===== src/gic_ram.sv =====
`timescale 1ns / 1ps
// Generic single-write, single-read synchronous RAM with registered read.
// No dependencies.
module gic_ram #(
   parameter int WIDTH = 32,
   parameter int DEPTH = 64
) (
   input  logic                     clock,
   input  logic                     we,
   input  logic [$clog2(DEPTH)-1:0] waddr,
   input  logic [WIDTH-1:0]         wdata,
   input  logic [$clog2(DEPTH)-1:0] raddr,
   output logic [WIDTH-1:0]         rdata
);

   logic [WIDTH-1:0] mem [DEPTH];

   always_ff @(posedge clock) begin
      if (we) begin
         mem[waddr] <= wdata;
      end
      rdata <= mem[raddr];
   end

endmodule


===== config.mk =====
export PLATFORM = sky130hd
export DESIGN_NAME = gic_ram
export DESIGN_NICKNAME = d
export VERILOG_FILES = /design/src/gic_ram.sv
export SDC_FILE = /design/constraint.sdc
export NUM_CORES = 2
export LEC_CHECK = 0
export ABC_AREA = 1
export BUFFER_PORTS_ARGS = -buffer_cell sky130_fd_sc_hd__buf_2
export CELL_PAD_IN_SITES_DETAIL_PLACEMENT = 0
export CELL_PAD_IN_SITES_GLOBAL_PLACEMENT = 1
export CORE_MARGIN = 2
export CORE_UTILIZATION = 30
export DETAILED_ROUTE_END_ITERATION = 7
export PLACE_DENSITY = 0.6
export SYNTH_ARGS = -nofsm -noshare
export SYNTH_HDL_FRONTEND = slang
export SYNTH_SLANG_ARGS = --single-unit
export TNS_END_PERCENT = 10

===== constraint.sdc =====
create_clock -name clock -period 4.97 [get_ports clock]
set_input_delay 0.497 -clock clock [delete_from_list [all_inputs] [get_ports clock]]
set_output_delay 0.497 -clock clock [all_outputs]
set_load 0.1 [all_outputs]

# Word level (Yosys, flattened, before mapping)

Memories as Yosys holds them, arrays and structs flattened. A register that Yosys moved wholly into a read port is not among the register bits.
Cells that the tools add are included.

RAM bits: 2048
Memories: 1
Flip-flop bits (word level): 0
Output and inout port bits: 32
Word-level logic and storage cells: 3

Memories:

| memory | depth | bits a word | read ports | clocked after memory_dff | wr ports | line | RTL |
|---|---|---|---|---|---|---|---|
| mem    | 64    | 32          | 1          | 1                        | 1        | 16   | `logic [WIDTH-1:0] mem [DEPTH];` |

Multiplexer cells: 2

Operators with widths:

| cell             | count |
|---|---|
| 2-to-1 mux 1 bit | 2 |

# Longest topological paths before layout

Depth in word-level cells: 2
Mapped depth: 13
Gate-level depth less buffers: 9

# Least setup slack after synthesis

No wires, ideal clock.

Path kind: in2reg
Start: in we
End: mem mem[48][0] (enable)
Data required time: 4.468 ns
Path slack: 0.343 ns
Stages: 3
Arrival: 4.125 ns
Library setup time: 0.502 ns
Path through: clkbuf_1 > nand4_1 > nor4_1

Cells in the longest elaborated chain, start to end: 2

Ends and longest elaborated chain:

| what                                   | line | RTL |
|---|---|---|
| from (decl)                            | 9    | `input logic we,` |
| 2-to-1 mux 1 bit                       | 19   | `if (we) begin` |
| 2-to-1 mux 1 bit (not written as such) | 20   | `mem[waddr] <= wdata;` |
| to (decl)                              | 16   |  |

No other way between the ends.

==> results_dict.tcl <==
set metrics [dict create \
    status "finished, final reports clean" \
    grt_pass1_vias 51322 \
    cts_tree "done" \
    vdd_drop_max_uv 282 \
    holdPathStages 1 \
    yosysTopAreaCellShare_pct 74.3 \
    worstSetupStartpointType "input port" \
    syn_area_um2 82700 \
    grt_max_degree 147 \
    cp_data_required_time_ns 5.68 \
    globalplace.congestion 0.820 \
    drc 0 \
    io_buffers 77 \
    setup_slack_ns 2.18 \
    antenna_left 0 \
    firstDrtPassIters 6 \
    core_um2 274000 \
    cts.path.max_buffers 3 \
    area_growth_pct 14.6 \
    grtUsageTotal_pct 19.3 \
    fmax_mhz 358 \
    power_mw 38.2 \
    mappedNetlistNets 6815 \
    maxCapViolCount 0 \
    drt_iter0_drc 5790 \
    rows 192 \
    relSlewSlack_pct 11.7 \
    critPathMaxFanout 34 \
    cts_num_sinks 2080 \
    htreeDepth 4 \
    end_kind "flop" \
    dp_slack_ns 1.37 \
    grt_antenna_before_repair 22 \
    synth_cells 6769 \
    clk_pin_slew_ns 0.06 \
    setup_violations 0 \
    ys_ff_latch 2080 \
    grt_pass1_wl_um 390000 \
    avgSynthCellArea_um2 12.2 \
    worst_pin_slew_ns 1.32 \
    finalWirelength_um 274000 \
    fin_cells 10686 \
    num_vias 53632 \
    die_w_um 529 \
    dpl.hpwl_um 153000 \
    hold_class "input port to flop" \
    drive_above_1_share_pct 9.01 \
    rsz0062_at_grt "no" \
    r2r_cells 8 \
    final_util_pct 34.6 \
    finalHoldViolCount 0 \
    wl_per_cell_um 25.7 \
    slew_violations 0 \
    cts_root_buf "clkbuf_16" \
    via_per_inst 5.02 \
    min_period_over_period_pct 56.2 \
    yosysSeqAreaShare_pct 75.1 \
    final.fill_count 26887 \
    p_leak_nw 32.6 \
    fin_tns_setup_ns 0 \
    numCtsBuffers 218 \
    die_area_um2 280000 \
    worst-setup-path-type "input port to flop" \
    grt_overflow_total 0 \
    place_inst 10255 \
    initial_utilization_pct 30.2 \
    mostFrequentLayoutCell "nand2_1" \
    die_y_um 529 \
    fin_crit_ns 2.79 \
    cts_resized 0 \
    nets 6840 \
    final_cell_mix "nand2_1, edfxtp_1, nand3_1" \
    ios 78 \
    synth.distinct_cells 16 \
    cellPowerDensity_nw_per_um2 403 \
    ys_warn_count 0 \
    synth.largest_area_cell "edfxtp_1" \
    fin_skew_ns 0.0566 \
    synth_area_leaders "edfxtp_1, nand3_1, nand2_1, buf_2, dfxtp_1" \
    crit_arrival_ns 3.50 \
    clock_latency_ns 0.88 \
]
power breakdown:
part           internal, mW  total (mW)  switching, mW
registers              19.4        19.5          0.116
logic                 0.540        2.68           2.14
clock network          9.00        16.0           6.97
final timing paths:
kind              slack [ns]                   from               endpoint
setup / recovery        2.18               raddr[4]      rdata[16]$_DFF_P_
hold / removal          0.07              wdata[19]  mem[24][19]$_DFFE_PP_
setup reg to reg        3.08   mem[23][9]$_DFFE_PP_       rdata[9]$_DFF_P_
hold reg to reg         0.80  mem[11][16]$_DFFE_PP_      rdata[16]$_DFF_P_
synth_stat cells:
| library cell | count |
|---|---|
| nand2_1 | 2248 |
| edfxtp_1 | 2048 |
| nand3_1 | 1907 |
| buf_2 | 282 |
| clkbuf_1 | 77 |
| nor2_1 | 56 |
| buf_4 | 45 |
| buf_1 | 40 |
| dfxtp_1 | 32 |
| inv_1 | 9 |
| nand4_1 | 9 |
| nor4_1 | 8 |
| buf_6 | 3 |
| buf_8 | 2 |
| inv_2 | 2 |
| inv_4 | 1 |
sequential cells by signal (all words and copies together), names as in the netlist:
| register | cells |
|---|---|
| rdata | 32 |
| mem | 2048 |
kinds of logic after synthesis:
group                  count (synthesis)  share of synthesized area (%)
buffers and inverters                461                           2.78
flip-flops                          2080                           75.1
AND/OR/NAND/NOR                     4228                           22.1
routing by layer:
| metal | part of all wire (%) | global-route usage (%) |
|---|---|---|
| met2 | 48 | 31.3 |
| met5 | 0.022 | 0 |
| met3 | 5.8 | 2.67 |
| met4 | 2.6 | 5.39 |
| met1 | 44 | 26.8 |
metrics by stage:
step / hold WS [ns] / instance area (µm²)
CTS: 0.00720 / 94800
global placement: 0.802 / 87700
global route: 0.0403 / 94800
finish: 0.0715 / 94800
detailed placement: 0.786 / 87800
floorplan: 0.596 / 82700
repair_timing:
item,4_1_cts,5_1_grt
setup buffers,0,0
hold buffers,4,0
setup endpoints to repair,0,0
endpoints found under the hold margin,41,0
worst max-delay path, stage by stage:
cell	delay, ns
buf_4	0.53
clkinv_2	0.84
buf_4	0.56
nand3_1	0.38
nand2_1	0.13
nand2_1	0.29
nand2_1	0.12
layout make-up:
cell class	count	area, µm²	area share [%]
clock inverters	111	952	1.00
diodes	17	42.5	0.0449
inverters	12	82.6	0.0871
flip-flops and latches	2080	62100	65.5
clock buffers	298	5990	6.31
well taps	3686	4610	4.86
multi-input cells	4228	18800	19.8
repair buffers	254	2250	2.37
Note: power is estimated with default switching activity, not from simulation.
