### src/gic_pkg.sv
`timescale 1ns / 1ps
// Shared constants and types for the generalized index convolution block.
// No dependencies; imported by gic_idx, generalized_index_convolution and the testbench.
package gic_pkg;

   localparam int MAX_LEN = 64;
   localparam int ADDR_W  = 6;     // index into a vector of MAX_LEN entries
   localparam int CNT_W   = 7;     // can hold MAX_LEN itself
   localparam int DATA_W  = 32;
   localparam int KEY_W   = 13;    // widest combined index (64 * 64)

   // Index rules
   localparam logic [3:0] MODE_SUM   = 4'd0;
   localparam logic [3:0] MODE_DIFF  = 4'd1;
   localparam logic [3:0] MODE_PROD  = 4'd2;
   localparam logic [3:0] MODE_EXACT = 4'd3;
   localparam logic [3:0] MODE_FLOOR = 4'd4;
   localparam logic [3:0] MODE_AND   = 4'd5;
   localparam logic [3:0] MODE_OR    = 4'd6;
   localparam logic [3:0] MODE_XOR   = 4'd7;
   localparam logic [3:0] MODE_MIN   = 4'd8;
   localparam logic [3:0] MODE_MAX   = 4'd9;

   // Register indexes
   localparam logic [1:0] REG_MODE   = 2'd0;
   localparam logic [1:0] REG_LENGTH = 2'd1;

   // One (i, j) pair from the index sequencer
   typedef struct packed {
      logic [ADDR_W-1:0] ci;     // zero-based i, read address of first vector
      logic [ADDR_W-1:0] cj;     // zero-based j, read address of second vector
      logic              hit;    // combined index lies in 1..n
      logic [ADDR_W-1:0] slot;   // combined index minus one
      logic              last;   // final pair of the set
   } pair_type;

endpackage

### src/gic_idx.sv
`timescale 1ns / 1ps
// Pair sequencer: walks all (i, j) pairs and forms the combined index.
// Depends on gic_pkg.
module gic_idx import gic_pkg::*; (
   input  logic              clock,
   input  logic              reset,
   input  logic              start,
   input  logic              advance,
   input  logic [3:0]        mode,
   input  logic [ADDR_W-1:0] nm1,
   output pair_type          pair
);

   logic [ADDR_W-1:0] ci_ff, ci_in, cj_ff, cj_in;
   logic [CNT_W-1:0]  q_ff, q_in, r_ff, r_in;   // i / j and i % j, kept incrementally
   logic [CNT_W-1:0]  i_val, j_val, n_val;
   logic [KEY_W-1:0]  k;

   assign i_val = {1'b0, ci_ff} + CNT_W'(1);
   assign j_val = {1'b0, cj_ff} + CNT_W'(1);
   assign n_val = {1'b0, nm1} + CNT_W'(1);

   // Inner loop over i, outer over j; quotient and remainder follow i
   always_comb begin
      ci_in = ci_ff;
      cj_in = cj_ff;
      q_in  = q_ff;
      r_in  = r_ff;
      if (start) begin
         ci_in = '0;
         cj_in = '0;
         q_in  = CNT_W'(1);
         r_in  = '0;
      end else if (advance) begin
         if (ci_ff == nm1) begin
            ci_in = '0;
            cj_in = cj_ff + ADDR_W'(1);
            q_in  = '0;              // next j is at least 2, so 1 / j is 0
            r_in  = CNT_W'(1);
         end else begin
            ci_in = ci_ff + ADDR_W'(1);
            if (r_ff + CNT_W'(1) == j_val) begin
               q_in = q_ff + CNT_W'(1);
               r_in = '0;
            end else begin
               r_in = r_ff + CNT_W'(1);
            end
         end
      end
   end

   always_ff @(posedge clock) begin
      if (reset) begin
         ci_ff <= '0;
         cj_ff <= '0;
         q_ff  <= CNT_W'(1);
         r_ff  <= '0;
      end else begin
         ci_ff <= ci_in;
         cj_ff <= cj_in;
         q_ff  <= q_in;
         r_ff  <= r_in;
      end
   end

   // Combined index; zero means no contribution
   always_comb begin
      case (mode)
         MODE_SUM:   k = KEY_W'(i_val) + KEY_W'(j_val);
         MODE_DIFF:  k = (i_val > j_val) ? KEY_W'(i_val - j_val) : '0;
         MODE_PROD:  k = KEY_W'(i_val) * KEY_W'(j_val);
         MODE_EXACT: k = (r_ff == '0) ? KEY_W'(q_ff) : '0;
         MODE_FLOOR: k = KEY_W'(q_ff);
         MODE_AND:   k = KEY_W'(i_val & j_val);
         MODE_OR:    k = KEY_W'(i_val | j_val);
         MODE_XOR:   k = KEY_W'(i_val ^ j_val);
         MODE_MIN:   k = (i_val < j_val) ? KEY_W'(i_val) : KEY_W'(j_val);
         MODE_MAX:   k = (i_val > j_val) ? KEY_W'(i_val) : KEY_W'(j_val);
         default:    k = '0;
      endcase
   end

   always_comb begin
      pair.ci   = ci_ff;
      pair.cj   = cj_ff;
      pair.hit  = (k != '0) && (k <= KEY_W'(n_val));
      pair.slot = ADDR_W'(k - KEY_W'(1));
      pair.last = (ci_ff == nm1) && (cj_ff == nm1);
   end

endmodule

### config.mk
export PLATFORM = sky130hd
export DESIGN_NAME = gic_idx
export DESIGN_NICKNAME = d
export VERILOG_FILES = /design/src/gic_pkg.sv /design/src/gic_idx.sv
export SDC_FILE = /design/constraint.sdc
export NUM_CORES = 1
export LEC_CHECK = 0
export BUFFER_PORTS_ARGS = -buffer_cell sky130_fd_sc_hd__buf_2
export CAP_MARGIN = 20
export CORE_ASPECT_RATIO = 1.75
export CORE_MARGIN = 1
export CORE_UTILIZATION = 57
export DETAILED_ROUTE_END_ITERATION = 7
export PLACE_DENSITY = 0.88
export SKIP_LAST_GASP = 1
export SYNTH_ARGS = -nofsm -noshare
export SYNTH_HDL_FRONTEND = slang
export SYNTH_SLANG_ARGS = --single-unit
### constraint.sdc
create_clock -name clock -period 5.8 [get_ports clock]
set_input_delay 0.58 -clock clock [delete_from_list [all_inputs] [get_ports clock]]
set_output_delay 0.58 -clock clock [all_outputs]
set_load 0.02 [all_outputs]
* Yosys cells after proc, flatten, opt, wreduce, memory -nomap -nowiden
Cells that the tools add are included.
W data, S select, Z words.
** Cells by class
- $add $sub $neg :: 10
- Multipliers :: 1
- Order comparisons :: 3
- Eq/ne operators :: 12
- Muxes and demuxes :: 10
- Bitwise gates (word level) :: 3
- Reductions and logical operators :: 9
** Operator list (count)
- $pmux W13 S10 :: 1
- $mux W7 :: 7
- $add A6 B1 Y7 const B :: 3
- $eq A4 B3 Y1 const B :: 4
- $add A7 B1 Y7 const B :: 2
- $le A13 B7 Y1 :: 1
- $mul A7 B7 Y13 :: 1
- $mux W13 :: 1
- $reduce_bool A13 Y1 :: 1
- $add A6 B1 Y6 const B :: 2
- $eq A6 B6 Y1 :: 2
- $add A7 B7 Y8 :: 1
- $eq A4 B2 Y1 const B :: 2
- $eq A4 B4 Y1 const B :: 2
- $sub A7 B7 Y8 :: 1
- $and A7 B7 Y7 :: 1
- $eq A7 B7 Y1 :: 1
- $gt A7 B7 Y1 :: 1
- $logic_not A7 Y1 :: 1
- $lt A7 B7 Y1 :: 1
- $or A7 B7 Y7 :: 1
- $xor A7 B7 Y7 :: 1
- $mux W6 :: 1
- $sub A6 B1 Y6 const B :: 1
- 6 further kinds :: 8
** Word-level totals
- Register bits after elaboration :: 26
- Output and inout port bits :: 20
- Logic and storage cells :: 52

* Depth between registers and ports, before layout
Gate-level depths: netlist of the first run.
- Word-level depth :: 6
- Depth in mapped cells :: 25

* Least setup slack after synthesis of the first run
Ideal clock, no wire load.
- Path kind :: register to output
- From :: register cj_ff[2]
- To :: output port pair[7] (netlist name)
- Data arrival time :: 5.884 ns
- Setup slack :: -0.664 ns
- Stages on the path, launching flop included :: 25
- Path buffers :: 1
- Cell sequence :: dfxtp_1 buf_2 nand3_1 xor2_1 inv_1 ha_1 inv_1 fa_1 fa_1 inv_1 fa_1 fa_1 ha_1 o21ai_0 a21oi_1 or3_1 nand3_1 a221oi_1 inv_1 ha_1 nand4_1 o22a_1 a21oi_1 o211ai_1 a31oi_1
** RTL lines
- start: declaration :: RTL line gic_idx.sv:14 : logic [ADDR_W-1:0] ci_ff, ci_in, cj_ff, cj_in;
- start signal: assignment :: RTL line gic_idx.sv:60 : cj_ff <= cj_in;
- end: declaration :: RTL line gic_idx.sv:11 : output pair_type pair

==> impl_metrics.env, run 1 <==
export IMPL_die_x_um=72.36
export IMPL_io_buffer_count=33
export IMPL_multi_input_area_um2=4419
export IMPL_synthDistinctLibCells=76
export IMPL_antenna_found_initial=0
export IMPL_cap_violations=0
export IMPL_fillers=606
export IMPL_skew_ns=0.002467
export IMPL_critPathRequiredTime_ns=5.22
export IMPL_ios=34
export IMPL_regArea_um2=550.5
export IMPL_syn_area_um2=4938
export IMPL_postRouteAntennaNets=0
export IMPL_clock_sinks=26
export IMPL_cts_max_path_buffers=2
export IMPL_stdcell_area_um2=6264
export IMPL_tns_ns=-0.4643
export IMPL_vias_per_cell=6.427
export IMPL_synth_edf_count=0
export IMPL_synth_seq_area_share_pct=10.54
export IMPL_post_route_min_period_ns=6.264
export IMPL_rows=44
export IMPL_syn_nets=729
export IMPL_finalMaxSlewViolations=0
export IMPL_place_congestion=0.9971
export IMPL_crit_type="reg -> out"
export IMPL_cp_start_kind="flop"
export IMPL_drt_iter0_drc=380
export IMPL_grt_setup_unrepaired="yes"
export IMPL_diodes=0
export IMPL_grt_usage_pct=42.85
export IMPL_first_pass_iters=6
export IMPL_cts_clk_slew_worst_paths_ns=0.07
export IMPL_worstPathArrival_ns=5.68
export IMPL_syn_inst=624
export IMPL_peakVddDrop_v=0.0002856
export IMPL_cp_max_fo=5
export IMPL_area_growth_pct=26.83
export IMPL_cts_root_buf="clkbuf_16"
export IMPL_placed_cell_area_um2=5792
export IMPL_power_uw=525.9
export IMPL_htree_levels=1
export IMPL_power_density_nw_per_um2=83.96
export IMPL_cts_hold_buf=0
export IMPL_violations="setup timing"
export IMPL_ys_flop_type="dfxtp_1"
export IMPL_die_h_um=125.1
export IMPL_grt_pass1_wl_um=29530
export IMPL_relSlewSlack_pct=38.71
export IMPL_overflow=0
export IMPL_worst_pin_slew_ns=0.9115
export IMPL_avgSynthCellArea_um2=7.914
export IMPL_core_um2=8368
export IMPL_hold_violations=0
export IMPL_grt_max_degree=28
export IMPL_wl_um=18640
export IMPL_fin_nets=822
export IMPL_synth_seq_cells=26
export IMPL_grt_pass1_vias=5694
export IMPL_cts_tree="built"
export IMPL_endpoint_kind="primary output"
export IMPL_setup_ws_ns=-0.4643
export IMPL_fmax_mhz=159.6
export IMPL_drive_gt1_share_pct=28.63
export IMPL_finalSetupViolations=1
export IMPL_synthArstFlopShare_pct=0
export IMPL_wl_per_cell_um=22.43
export IMPL_status="finished with violations"
export IMPL_hp_class="reg -> reg"
export IMPL_yosys_warnings=0
export IMPL_place_hpwl_um=13540
export IMPL_vias=5341
export IMPL_drc=0
export IMPL_initial_core_util_pct=59.02
export IMPL_fin_crit_sh_pct=108.0
export IMPL_cts_made_buffers=3
export IMPL_clk_latency_ns=0.27
export IMPL_power_leakage_nw=2.823
export IMPL_die_area_um2=9055
-- cell type report --
type,count,area share [%]
Clock buffer,4,1.598
Inverter,62,3.716
Multi-Input combinational cell,507,70.56
Sequential cell,26,8.789
Tap cell,115,2.297
Timing Repair Buffer,117,13.04
-- cells in the mapped netlist (all sizes together), types with 4 or more instances --
cell	instances	area [um2]
xor2	22	192.7
or2	4	25.02
nor3b	4	41.29
nand2	51	191.4
nor4	12	81.33
o31ai	4	30.03
clkbuf	17	73.82
ha	66	825.8
nor3	9	50.05
o21bai	6	45.04
fa	25	500.5
or3	7	43.79
o211ai	9	67.56
nor2b	5	31.28
mux2i	7	70.07
nor2	61	229.0
a222oi	4	40.04
o311ai	4	52.56
xnor2	39	349.1
a211oi	10	75.07
a22oi	4	30.03
nand3b	4	30.03
a31oi	8	50.05
nand4	4	25.02
a21oi	25	125.1
o21ai	20	103.9
inv	62	232.7
buf	12	111.4
a311oi	4	35.03
nand2b	5	31.28
nand3	25	125.1
and3	10	63.81
a21o	7	52.55
dfxtp	26	520.5
o22ai	5	31.28
-- stage by stage --
step	utilization (%)	instances	worst slack (ns)	hold slack, ns
after floorplan	-	624	0.002644	0.4749
after global placement	69.21	810	-0.1339	0.4715
after detailed placement	69.21	810	-0.2586	0.4792
after CTS	74.67	831	-0.2889	0.5600
after global routing	74.85	831	-0.6925	0.5823
final	74.85	831	-0.4643	0.5806
-- critical path, stage by stage, from the launching register on --
cell      delay, ns
dfxtp_4        0.36
ha_4           0.17
buf_4          0.13
xor2_1         0.12
buf_4          0.17
nand2_2        0.07
fa_1           0.55
inv_1          0.04
ha_1           0.26
inv_1          0.05
fa_1           0.51
inv_1          0.05
fa_1           0.54
ha_4           0.23
buf_4          0.15
a211oi_4       0.25
or3_1          0.16
nand3_2        0.09
a221oi_4       0.29
inv_2          0.08
ha_4           0.27
nand4_1        0.07
o22a_1         0.18
a21oi_2        0.12
o211ai_1       0.13
a31oi_2        0.20
buf_4          0.16
-- layout by cell type (no fill, tap or decap), types with 5 or more instances in the layout --
master     n
buf_4     80
o211ai_1   9
or3_1      7
dfxtp_1   16
nor2_1    60
a211oi_1   8
a21oi_1   22
a31oi_1    6
buf_6      5
fa_1      25
nor3_1     8
inv_1     54
o22ai_1    5
xor2_1    20
and3_1     5
nand2b_1   5
nor4_1     9
nand3_1   21
inv_2      8
a21o_1     7
nor2b_1    5
ha_4      12
dfxtp_4    7
o21bai_1   6
o21ai_0   16
buf_2     32
nand2_1   46
mux2i_1    7
xnor2_1   34
ha_1      53
-- per-layer routing --
layer / GRT usage [%] / vias to the layer above / routed length [um]
met1: 43.92 / 2548 / 6421
met4: 35.41 / 0 / 1842
met5: 0 / - / 0
li1: - / 2390 / -
met3: 5.882 / 125 / 950
met2: 74.49 / 278 / 9427
-- registers in the layout (all words and copies together) (netlist names) --
register,count
cj_ff,6
q_ff,7
r_ff,7
ci_ff,6
-- worst paths after layout --
path | startpoint | to | slack, ns | cells past startpoint
min | q_ff[0] | q_ff[0] | 0.58 | 1
max reg2reg | cj_ff[0] | q_ff[6] | 2.71 | 12
min reg2reg | q_ff[0] | q_ff[0] | 0.58 | 1
max | ci_ff[0] | pair[7] | -0.46 | 26
-- repair_timing --
item / CTS / global route
setup endpoints to repair: 1 / 3
resized for setup: 42 / 4
pin swaps: 34 / 3
setup buffers: 17 / 0
gates cloned: 0 / 0
-- cells by family (layout without fill, tap and decap cells) --
family | count (synthesis) | in the layout | share of synthesized area, %
adder cells (fa/ha/maj) | 91 | 91 | 26.86
XOR/XNOR | 61 | 61 | 10.97
AND/OR/NAND/NOR | 212 | 212 | 21.48
multiplexers | 9 | 9 | 1.951
buffers and inverters | 91 | 183 | 8.462
flip-flops | 26 | 26 | 10.54
AO/OA/AOI/OAI | 134 | 134 | 19.74
-- report_power, final --
group / switching [mW] / internal [mW] / total, mW / leakage (nW)
clock: 0.0684 / 0.120 / 0.189 / 0.0493
sequential: 0.00255 / 0.177 / 0.180 / 0.217
combinational: 0.0983 / 0.0592 / 0.157 / 2.56
(Power assumes the default switching activity.)
==> inputs of run 2 (changes only) <==
--- a/config.mk
+++ b/config.mk
@@ -9,10 +9,12 @@
 export CAP_MARGIN = 20
 export CORE_ASPECT_RATIO = 1.75
 export CORE_MARGIN = 1
-export CORE_UTILIZATION = 57
+export CORE_UTILIZATION = 40
 export DETAILED_ROUTE_END_ITERATION = 7
-export PLACE_DENSITY = 0.88
+export PLACE_DENSITY = 0.68
+export SKIP_CTS_REPAIR_TIMING = 1
 export SKIP_LAST_GASP = 1
 export SYNTH_ARGS = -nofsm -noshare
 export SYNTH_HDL_FRONTEND = slang
 export SYNTH_SLANG_ARGS = --single-unit
+export TNS_END_PERCENT = 1
==> run 2 against run 1 <==
  * The run still ends with setup timing left
  * Core utilization decreased by 22 points
  * Die area increased by 41%
  * First-iteration DRC count shrank 21%
  * Clock power shrank 9.5%
  * Final cell count is 6.7% higher
  * Wire length decreased by 4.7%
  * Global-route usage fell by 15 points
  * Largest cell class unchanged
  * Largest power group is now sequential cells
  * Highest routed layer unchanged
==> impl_metrics.env, run 2 (synthesis gave the netlist of run 1 again) <==
export IMPL_worstPathArrival_ns=5.53
export IMPL_cts_tree="built"
export IMPL_drive_gt1_share_pct=29.22
export IMPL_dp_slack_ns=-0.3451
export IMPL_clk_latency_ns=0.27
export IMPL_post_route_min_period_ns=6.109
export IMPL_final_cells=887
export IMPL_relSlewSlack_pct=41.46
export IMPL_violations="setup timing"
export IMPL_top_regs="q_ff: 7 flops, r_ff: 7 flops"
export IMPL_switchingPower_uw=164.7
export IMPL_vias_per_cell=5.745
export IMPL_first_pass_iters=7
export IMPL_pwr_share_comb_pct=31.0
export IMPL_placed_cell_area_um2=5869
export IMPL_timing_rr_start="r_ff[0]"
export IMPL_wl_per_cell_um=20.03
export IMPL_grt_usage_pct=27.45
export IMPL_hold_depth=2
export IMPL_cp_start_kind="flop"
export IMPL_power_leakage_nw=2.862
export IMPL_r2r_cells=9
export IMPL_postRouteAntennaNets=0
export IMPL_overflow=0
export IMPL_hp_start="ci_ff[3]"
export IMPL_placed_cells=862
export IMPL_fmax_mhz=163.7
export IMPL_place_congestion=0.9586
export IMPL_finalMaxSlewViolations=0
export IMPL_cts_root_buf="clkbuf_16"
export IMPL_initial_core_util_pct=41.14
export IMPL_die_x_um=86.00
export IMPL_fin_nets=828
export IMPL_grt_setup_unrepaired="yes"
export IMPL_min_to="ci_ff[3]"
export IMPL_critPathRequiredTime_ns=5.22
export IMPL_io_buffer_count=33
export IMPL_antenna_found_initial=0
export IMPL_reg2reg_to="q_ff[5]"
export IMPL_final_util_pct=52.81
export IMPL_power_density_nw_per_um2=80.18
export IMPL_swShare_pct=32.41
export IMPL_ios=34
export IMPL_diodes=0
export IMPL_clock_sinks=26
export IMPL_grt_max_degree=28
export IMPL_finalSetupViolations=1
export IMPL_cts_made_buffers=3
export IMPL_fin_crit_sh_pct=105.3
export IMPL_peakVddDrop_v=0.0002412
export IMPL_place_hpwl_um=14360
export IMPL_htree_levels=1
export IMPL_cap_violations=0
export IMPL_endpoint_kind="primary output"
export IMPL_hp_class="reg -> reg"
export IMPL_hold_violations=0
export IMPL_drc=0
export IMPL_power_frac_clock_pct=33.6
export IMPL_area_growth_pct=28.35
export IMPL_cts_clk_slew_worst_paths_ns=0.06
export IMPL_drt_iter0_drc=299
export IMPL_cts_max_path_buffers=2
export IMPL_rows=53
export IMPL_layout_commonest_cell="buf_4"
export IMPL_cp_max_fo=5
export IMPL_worst_pin_slew_ns=0.8782
export IMPL_r2r_slack_ns=2.76
export IMPL_seqPwrFrac_pct=35.4
export IMPL_die_area_um2=12810
export IMPL_die_h_um=149.0
export IMPL_power_uw=508.2
export IMPL_core_um2=12000
export IMPL_stdcell_area_um2=6339
export IMPL_setup_ws_ns=-0.3093
export IMPL_status="finished with violations"
export IMPL_mostFrequentLayoutCells="buf_4, nor2_1, ha_1"
export IMPL_vias=5096
export IMPL_grt_pass1_vias=5198
export IMPL_p_int_uw=343.5
export IMPL_wl_um=17770
export IMPL_tns_ns=-0.3093
export IMPL_crit_type="reg -> out"
export IMPL_skew_ns=0.003178
export IMPL_grt_pass1_wl_um=26820
export IMPL_hold_slack_ns=0.5095
run 2: worst max path at each step:
stage / cells past startpoint / end / slack, ns / from
6_report: 24 / pair[7] / -0.31 / ci_ff[2]
5_1_grt: 25 / pair[7] / -0.57 / ci_ff[1]
4_1_cts: 23 / pair[7] / -0.67 / ci_ff[1]
3_5_place_dp: 23 / pair[7] / -0.35 / ci_ff[1]
3_3_place_gp: 23 / pair[7] / -0.12 / ci_ff[1]
2_1_floorplan: 24 / pair[7] / 0.003 / cj_ff[2]
run 2: power groups by stage:
stage,Sequential (mW),Clock [mW],Combinational (mW)
after CTS,0.181,0.175,0.151
after global routing,0.180,0.182,0.171
after detailed placement,0.185,0,0.151
after global placement,0.184,0,0.147
after floorplan,0.185,0,0.108
final,0.180,0.171,0.157
run 2: critical path, cell delays in order, from the launching register on:
cell and delay (ns):
dfxtp_4 0.37, buf_4 0.12, nand3_4 0.09, xnor2_4 0.21
ha_4 0.18, inv_2 0.04, fa_1 0.49, fa_1 0.53
inv_2 0.04, fa_1 0.50, fa_1 0.54, ha_4 0.31
o21ai_2 0.06, a21oi_2 0.11, or3_1 0.13, nand3_2 0.08
a221oi_4 0.28, inv_2 0.09, ha_4 0.27, nand4_1 0.08
o22a_1 0.18, a21oi_2 0.11, o211ai_1 0.11, a31oi_2 0.18
buf_4 0.16
run 2: routing by layer:
| layer | part of all wire [%] | global-route usage (%) |
|---|---|---|
| met1 | 36 | 27.57 |
| met2 | 53 | 51.83 |
| met5 | 0 | 0 |
| met3 | 3.0 | 1.328 |
| met4 | 7.8 | 20.83 |
run 2: area by class of cell:
cell class,count,area [um2]
inverter,62,232.7
fill,1135,5664
tap,165,206.4
sequential,26,550.5
multi-input combinational,507,4398
clock buffer,4,88.84
timing repair buffer,123,862.1
